## src/rtl/core/assert_macros.svh

```systemverilog
// Assertion helpers for the RTL files; ccc_walk.sv includes them.
// Synthesis sees empty bodies.
`ifndef ASSERT_MACROS_SVH
`define ASSERT_MACROS_SVH

`ifndef SYNTHESIS

// Property must hold at every clock edge outside reset.
`define CCC_ASSERT(label, clk, rst_n, prop, msg) \
    label: assert property (@(posedge clk) disable iff (!rst_n) prop) else $error(msg);

// Expression must never be true outside reset.
`define CCC_NEVER(label, clk, rst_n, expr, msg) \
    label: assert property (@(posedge clk) disable iff (!rst_n) !(expr)) else $error(msg);

`else

`define CCC_ASSERT(label, clk, rst_n, prop, msg)
`define CCC_NEVER(label, clk, rst_n, expr, msg)

`endif

`endif

```

## src/rtl/core/ccc_pkg.sv

```systemverilog
package ccc_pkg;

    // Field widths
    localparam int CMD_W = 2;
    localparam int VTX_W = 7;
    localparam int CNT_W = 7;

    // Commands
    localparam logic [CMD_W-1:0] CMD_ADD_EDGE = 2'd0;
    localparam logic [CMD_W-1:0] CMD_COUNT    = 2'd1;
    localparam logic [CMD_W-1:0] CMD_CLEAR    = 2'd2;

    // Configuration port
    localparam int              CFG_ADDR_W       = 3;
    localparam int              CFG_DATA_W       = 32;
    localparam logic            REG_VERTEX_COUNT = 1'b0;
    localparam logic [VTX_W-1:0] VERTEX_COUNT_RST = 7'd64;

    // Finished count handed from the walker to the output stage
    typedef struct packed {
        logic             valid;
        logic [CNT_W-1:0] count;
    } t_result;

endpackage

```

## src/rtl/core/ccc_cfg.sv

```systemverilog
module ccc_cfg (
    input  logic                           i_clk,
    input  logic                           i_rst_n,
    input  logic                           psel,
    input  logic                           penable,
    input  logic                           pwrite,
    input  logic [ccc_pkg::CFG_ADDR_W-1:0] paddr,
    input  logic [ccc_pkg::CFG_DATA_W-1:0] pwdata,
    output logic [ccc_pkg::CFG_DATA_W-1:0] prdata,
    output logic                           pready,
    output logic [ccc_pkg::VTX_W-1:0]      o_vertex_count
);
    import ccc_pkg::*;

    logic [VTX_W-1:0] r_vertex_count;
    logic             wr_hit;

    // Word index is paddr[2]; only word 0 exists
    assign wr_hit = psel && penable && pwrite && (paddr[2] == REG_VERTEX_COUNT);

    always_ff @(posedge i_clk) begin
        if (!i_rst_n) begin
            r_vertex_count <= VERTEX_COUNT_RST;
        end else if (wr_hit) begin
            r_vertex_count <= pwdata[VTX_W-1:0];
        end
    end

    // Read back
    always_comb begin
        prdata = '0;
        if (paddr[2] == REG_VERTEX_COUNT) begin
            prdata = {{(CFG_DATA_W-VTX_W){1'b0}}, r_vertex_count};
        end
    end

    assign pready         = 1'b1;
    assign o_vertex_count = r_vertex_count;

endmodule

```

## config.mk

```make
export PLATFORM = sky130hd
export DESIGN_NAME = ccc_cfg
export DESIGN_NICKNAME = d
export VERILOG_FILES = /design/src/rtl/core/assert_macros.svh /design/src/rtl/core/ccc_pkg.sv /design/src/rtl/core/ccc_cfg.sv
export SDC_FILE = /design/constraint.sdc
export NUM_CORES = 1
export LEC_CHECK = 0
export BUFFER_PORTS_ARGS = -buffer_cell sky130_fd_sc_hd__buf_2
export CORE_ASPECT_RATIO = 0.8
export CORE_MARGIN = 8
export CORE_UTILIZATION = 26
export CTS_CLUSTER_DIAMETER = 50
export DETAILED_ROUTE_END_ITERATION = 10
export PLACE_DENSITY = 0.74
export REMOVE_ABC_BUFFERS = 1
export SLEW_MARGIN = 20
export SYNTH_ARGS = -nofsm -noshare
export SYNTH_HDL_FRONTEND = slang
export SYNTH_SLANG_ARGS = --single-unit
export TNS_END_PERCENT = 1
```

## constraint.sdc

```tcl
create_clock -name i_clk -period 0.8 [get_ports i_clk]
set_clock_uncertainty 0.1 [all_clocks]
set_input_delay 0.04 -clock i_clk [delete_from_list [all_inputs] [get_ports i_clk]]
set_output_delay 0.04 -clock i_clk [all_outputs]
set_load 0.05 [all_outputs]
```

Yosys cells after proc, flatten, opt, wreduce, memory -nomap -nowiden
Cells that the tools add are included.
{"block": "word_totals", "inputBits": 40, "output_inout_bits": 40, "elab_cells": 6, "reg_bits": 7}
{"block": "classes", "n_bitwise": 1, "muxes": 1, "reduce_logical": 3}
{"op": "two-way mux 7 bit", "n": 1}
{"op": "logical AND 1 bit", "n": 3}
{"op": "inverter 1 bit", "n": 1}

Logic depth before layout (Yosys ltp)
Gate-level depths: netlist (run 1).
{"block": "logic_depth", "word_depth": 3, "ltp_mapped": 3, "mapped_depth_nobuf": 2}

Worst setup path after synthesis (run 1)
Ideal clock, no wire load.
{"block": "synth_path", "kind": "register to output", "from": "register r_vertex_count[6] (netlist: o_vertex_count[6])", "to": "output port prdata[6] (netlist name)", "t_arrival_ps": 1010, "n_path_buf": 0, "slack_ps": -350, "stages_incl_launch_ff": 2, "required_time_ps": 660, "cell_sequence": "dfxtp_1 > and2b_2"}
{"block": "synth_via", "elab_chain_cells": 1}
{"item": "from (decl)", "line": "ccc_cfg.sv:15", "text": "logic [VTX_W-1:0] r_vertex_count;"}
{"item": "from (signal assigned)", "line": "ccc_cfg.sv:25", "text": "r_vertex_count <= pwdata[VTX_W-1:0];"}
{"item": "two-way mux 7 bit", "line": "ccc_cfg.sv:32", "text": "if (paddr[2] == REG_VERTEX_COUNT) begin"}
{"item": "to (decl)", "line": "ccc_cfg.sv:9", "text": "output logic [ccc_pkg::CFG_DATA_W-1:0] prdata,"}
No other way between the ends.

Final worst setup path (run 1)
{"block": "layout_path", "from": "register r_vertex_count[3] (netlist: o_vertex_count[3])", "to": "output port prdata[3] (netlist name)"}
Same word-level chain as after synthesis.

==> results.cfg, run 1 <==
[synth]
yosys.area_share.xor_xnor_pct = 0
synthDistinctLibCells = 10
largest_family_of_logic_cells_by_synthesized_area = buffers and inverters
synth-seq-cells = 7
synth-seq-area-share_pct = 25.2
avgSynthCellArea_um2 = 8.44
post_synth_fa_ha_maj_area_fraction_pct = 0
yosys-mux-area-fraction_pct = 12.6
synth_warnings = 0
post_synth_and_or_nand_nor_area_fraction_pct = 23.1
combined_area_of_all_synthesized_cells_um2 = 557
postSynthCellCount = 66
synth_compound_gate_area_share_pct = 0

[worst_setup_path]
critPathLaunch = o_vertex_count[3]
critPathKind = reg2out
timing.critical_path.arrival_ps = 940
critical_path.reg2reg.startpoint = o_vertex_count[3]
critical_path.max_fanout = 2
required_ps = 660
start_kind = flip-flop
worstSetupEndpointType = primary output

[floorplan]
start_util_pct = 26.7
design.core.area_um2 = 2080
std_cell_rows = 15
die_footprint_um2 = 3890
die_w_um = 67.7
top_level_ports = 80
die_h_um = 57.4

[grt]
grt_total_ovfl = 0
grt_max_degree = 11
grt_first_pass_wirelength_um = 2220
grt_util_all_layers_pct = 7.55
grt_pass1_vias = 471
antenna_found_initial = 0

[timing]
finalHoldViolations = 2
setup-tns-final_ps = -2680
endpoints_failing_setup = 14
grt_setup_unrepaired = yes
timing.fmax_ghz = 0.929
fin_ws_ps = -277
timing.hold.ws_ps = -53.4
finalCritPeriodShare_pct = 135
min_period_ps = 1080
slew_violations = 0

[routing]
routed_wire_length_per_instance_um = 11.9
drcViolationCount = 0
num_vias = 484
remaining_antenna_violation_count = 0
drt-pass1-iter-count = 2
detail_route.iter0.violations = 13
finalWirelength_um = 1530
post_drt_via_cell_ratio = 3.78

[pwr]
power.share.switching_pct = 44.5
netSwitchingPower_mw = 0.525
p_seq_share_pct = 30.9
peak_vdd_ir_mv = 0.699
power.static_leakage_nw = 0.432
pwr_density_cell_nw_per_um2 = 1410
comb_power_share_pct = 40.5
internal_power_mw = 0.655
power_frac_clock_pct = 28.6

[final_layout]
design_area_um2 = 837
flip_flop_count_of_the_largest_register_after_layout = 7
area_growth_syn_to_layout_pct = 50.3
ant_diodes = 0
number_of_nets_in_the_layout = 144
proportion_of_layout_cells_with_a_drive_suffix_above_1_pct = 47.6

[placement]
dpl-instance-area_um2 = 648
post-dp-hpwl_um = 1250
portBuffers = 26
globalplace.congestion = 0.626

[job]
maxCapViolations = 0

[clock_tree]
clockRootBuffer = sky130_fd_sc_hd__clkbuf_4
post_cts_hold_buffer_count = 6
cts.reportedPaths.clkPinSlew_ps = 60
clock_tree.htree_level_count = 1
tritoncts_clock_tree = yes
clock_sinks = 7
source_to_sink_clock_delay_at_the_later_pin_of_the_worst_skew_pair_ps = 260
clockBufferDepth = 2
cts_inserted_buffers = 3

[outcome]
violated_checks = negative hold slack, negative setup slack
outcome = finished with violations

[worst_hold_path]
worstHoldStart = pwdata[6]
timing.hold.worst.class = in2reg
per-layer routing:
layer | track usage, % | part of all wire (%) | vias to the layer above | wire length, um
met3 | 2.54 | 13 | 4 | 195
li1 | - | - | 227 | -
met2 | 14.2 | 53 | 30 | 812
met5 | 0 | 0 | - | 0
met4 | 5.36 | 2.0 | 0 | 31
met1 | 6.32 | 32 | 223 | 488
kinds of logic (layout without fill, tap and decap cells):
kind of cell / Yosys count / count (layout)
buffers and inverters: 28 / 41
AND/OR/NAND/NOR: 22 / 22
multiplexers: 7 / 7
flip-flops: 7 / 7
other: 2 / 26
through the flow:
step	power (mW)	hold WS [ps]	utilization [%]	std cells	setup slack, ps
after floorplan	0.716	82.1	-	62	-350
after global placement	0.794	190	31.1	118	-89.1
after detailed placement	0.798	198	31.1	118	-129
after CTS	1.18	-55.3	39.2	128	-283
after global routing	1.24	-39.9	40.2	128	-305
final	1.18	-53.4	40.2	128	-277
timing repair:
| item | CTS | global route |
|---|---|---|
| setup endpoints to repair | 14 | 15 |
| pin swaps | 0 | 0 |
| gates resized for setup | 29 | 9 |
| buffers inserted | 0 | 0 |
| endpoints found under the hold margin | 7 | 2 |
critical path: stages (launching register included):
cell and delay, ps:
sky130_fd_sc_hd__dfxtp_2 330, sky130_fd_sc_hd__and2b_2 200, sky130_fd_sc_hd__buf_6 150
layout by cell type (no fill, tap or decap), types with 2 or more instances in the layout:
cell type                        n
sky130_fd_sc_hd__dfxtp_2         7
sky130_fd_sc_hd__nor2b_1         2
sky130_fd_sc_hd__buf_2          12
sky130_fd_sc_hd__buf_6          13
sky130_fd_sc_hd__conb_1         26
sky130_fd_sc_hd__and2b_2         7
sky130_fd_sc_hd__nand2_1        11
sky130_fd_sc_hd__clkbuf_4        3
sky130_fd_sc_hd__buf_4           4
sky130_fd_sc_hd__mux2i_1         7
sky130_fd_sc_hd__dlygate4sd3_1   6
power by group through the flow:
stage	clock network (mW)	logic, mW	registers, mW
6_report	0.338	0.478	0.365
5_1_grt	0.377	0.497	0.365
4_1_cts	0.348	0.471	0.364
3_5_place_dp	0	0.429	0.369
3_3_place_gp	0	0.426	0.369
2_1_floorplan	0	0.320	0.396
final cells by class:
cell class / instances / area, um^2
well taps: 25 / 31.3
flip-flops and latches: 7 / 149
clock buffers: 4 / 26.3
multi-input cells: 55 / 299
repair buffers: 37 / 332
fillers: 201 / 1250
synthesized netlist by cell type:
cell type                  count  share of area, %
sky130_fd_sc_hd__nor2b_1       2               2.2
sky130_fd_sc_hd__and4b_1       1               1.8
sky130_fd_sc_hd__mux2i_1       7                13
sky130_fd_sc_hd__buf_4        26                35
sky130_fd_sc_hd__dfxtp_1       7                25
sky130_fd_sc_hd__and2b_2       7                11
sky130_fd_sc_hd__clkbuf_1      1              0.67
sky130_fd_sc_hd__conb_1        2               1.3
sky130_fd_sc_hd__nand2_1      12               8.1
sky130_fd_sc_hd__buf_6         1               2.0
path summary, 6_finish.rpt:
path                            end  slack [ps]  cells past startpoint
hold / removal    o_vertex_count[6]         -50                      3
hold reg to reg   o_vertex_count[0]         380                      2
setup reg to reg  o_vertex_count[3]          40                      3
setup / recovery          prdata[3]        -280                      2
Power figures use the tool's default switching activity.
==> run 2: changes to the inputs <==
--- a/config.mk
+++ b/config.mk
@@ -5,13 +5,13 @@
 export SDC_FILE = /design/constraint.sdc
 export NUM_CORES = 1
 export LEC_CHECK = 0
+export ABC_CLOCK_PERIOD_IN_PS = 800
 export BUFFER_PORTS_ARGS = -buffer_cell sky130_fd_sc_hd__buf_2
 export CORE_ASPECT_RATIO = 0.8
 export CORE_MARGIN = 8
 export CORE_UTILIZATION = 26
-export CTS_CLUSTER_DIAMETER = 50
 export DETAILED_ROUTE_END_ITERATION = 10
-export PLACE_DENSITY = 0.74
+export PLACE_DENSITY = 0.77
 export REMOVE_ABC_BUFFERS = 1
 export SLEW_MARGIN = 20
 export SYNTH_ARGS = -nofsm -noshare
==> results.cfg, run 2 (synthesis gave the netlist of run 1 again) <==
[worst_hold_path]
timing.hold.worst.class = in2reg
holdPathEnd = o_vertex_count[6]
worstHoldStart = pwdata[6]
worstHoldPathCells = 3

[final_layout]
most-common-layout-cells = sky130_fd_sc_hd__conb_1 (26), sky130_fd_sc_hd__buf_2 (14), sky130_fd_sc_hd__nand2_1 (12)
design_area_um2 = 807
area_growth_syn_to_layout_pct = 44.9
number_of_nets_in_the_layout = 142
proportion_of_layout_cells_with_a_drive_suffix_above_1_pct = 44.6
nFillCells = 210
flip_flop_count_of_the_largest_register_after_layout = 7
final_common_cell = sky130_fd_sc_hd__conb_1
ant_diodes = 0
finalCoreUtilization_pct = 38.7

[placement]
post-dp-hpwl_um = 1130
portBuffers = 26
globalplace.congestion = 0.659
dpl-instance-area_um2 = 646

[routing]
remaining_antenna_violation_count = 0
detail_route.iter0.violations = 14
finalWirelength_um = 1460
num_vias = 435
routed_wire_length_per_instance_um = 11.6
drcViolationCount = 0
post_drt_via_cell_ratio = 3.45
drt-pass1-iter-count = 4

[floorplan]
die_h_um = 57.4
start_util_pct = 26.7
top_level_ports = 80
design.core.area_um2 = 2080
die_w_um = 67.7
die_footprint_um2 = 3890
std_cell_rows = 15

[worst_setup_path]
required_ps = 660
worstSetupEndpointType = primary output
start_kind = flip-flop
critPathKind = reg2out
timing.reg2reg.worst_path_depth = 2
timing.critical_path.arrival_ps = 920
rrSetupSlack_ps = 90
critical_path.reg2reg.startpoint = o_vertex_count[5]
critical_path.max_fanout = 3
worst_r2r_endpoint = o_vertex_count[5]

[clock_tree]
post_cts_hold_buffer_count = 6
clockRootBuffer = sky130_fd_sc_hd__clkbuf_4
clock_tree.htree_level_count = 1
tritoncts_clock_tree = yes
cts.reportedPaths.clkPinSlew_ps = 60
source_to_sink_clock_delay_at_the_later_pin_of_the_worst_skew_pair_ps = 250
clockBufferDepth = 2
cts_inserted_buffers = 3
clock_sinks = 7

[outcome]
outcome = finished with violations
violated_checks = negative hold slack, negative setup slack

[timing]
fin_ws_ps = -257
finalHoldViolations = 1
endpoints_failing_setup = 14
slew_violations = 0
min_period_ps = 1060
setup-tns-final_ps = -2660
timing.hold.ws_ps = -54.0
timing.fmax_ghz = 0.946
grt_setup_unrepaired = yes
finalCritPeriodShare_pct = 132

[grt]
grt_util_all_layers_pct = 7.27
grt_pass1_vias = 439
grt_first_pass_wirelength_um = 2110
grt_max_degree = 9
antenna_found_initial = 0
grt_total_ovfl = 0

[job]
maxCapViolations = 0

[pwr]
pwr_density_cell_nw_per_um2 = 1430
peak_vdd_ir_mv = 0.453
power.static_leakage_nw = 0.419
post-layout-total-power_mw = 1.16
-- run 2: cell types whose count changed in the layout (fill, tap and decap cells not counted) --
cell,delta
sky130_fd_sc_hd__dfxtp_1,+1
sky130_fd_sc_hd__buf_2,+2
sky130_fd_sc_hd__nand2_2,-1
sky130_fd_sc_hd__nand2_1,+1
sky130_fd_sc_hd__buf_12,+1
sky130_fd_sc_hd__dfxtp_2,-1
sky130_fd_sc_hd__buf_4,-1
sky130_fd_sc_hd__buf_6,-3
sky130_fd_sc_hd__buf_8,-1
-- run 2: worst max path at each step --
stage,start,end,slack (ps),cells after the start
2_1_floorplan,o_vertex_count[6],prdata[6],-350,1
3_3_place_gp,paddr[2],o_vertex_count[5],-100,4
3_5_place_dp,paddr[2],o_vertex_count[5],-150,4
4_1_cts,o_vertex_count[4],prdata[4],-260,2
5_1_grt,o_vertex_count[2],prdata[2],-290,2
6_report,o_vertex_count[3],prdata[3],-260,2
-- run 2: report_power, final --
| part | switching (mW) | internal [mW] | leakage [nW] |
|---|---|---|---|
| Clock | 0.132 | 0.190 | 0.0150 |
| Combinational | 0.369 | 0.101 | 0.344 |
| Sequential | 0.00616 | 0.358 | 0.0596 |
| Total | 0.507 | 0.650 | 0.419 |
-- run 2: area by class of cell --
class	count	area [um^2]	share of cell area (%)
timing repair buffer	35	305	37.8
multi-input combinational	55	297	36.7
sequential	7	148	18.3
tap	25	31.3	3.88
clock buffer	4	26.3	3.26
-- run 2: timing repair --
| item | in CTS | in global routing |
|---|---|---|
| setup endpoints to repair | 14 | 14 |
| gates resized for setup | 17 | 13 |
| buffers inserted | 0 | 0 |
| hold endpoints to repair | 7 | 1 |
-- run 2: through the flow --
stage	setup WS, ps	hold slack, ps	instances
2_1_floorplan	-350	82.1	62
6_report	-257	-54.0	126
5_1_grt	-289	-43.8	126
3_3_place_gp	-95.3	193	116
4_1_cts	-265	-55.2	126
3_5_place_dp	-147	202	116
-- run 2: worst max-delay path: stages (launching register included) --
cell	delay, ps
sky130_fd_sc_hd__dfxtp_2	330
sky130_fd_sc_hd__and2b_2	190
sky130_fd_sc_hd__buf_6	150
-- run 2: layer usage --
| layer | global-route usage (%) | vias up | part of all wire, % |
|---|---|---|---|
| li1 | - | 221 | - |
| met2 | 13.2 | 26 | 53 |
| met3 | 1.56 | 2 | 12 |
| met1 | 6.52 | 186 | 33 |
| met4 | 6.25 | 0 | 1.3 |
| met5 | 0 | - | 0 |
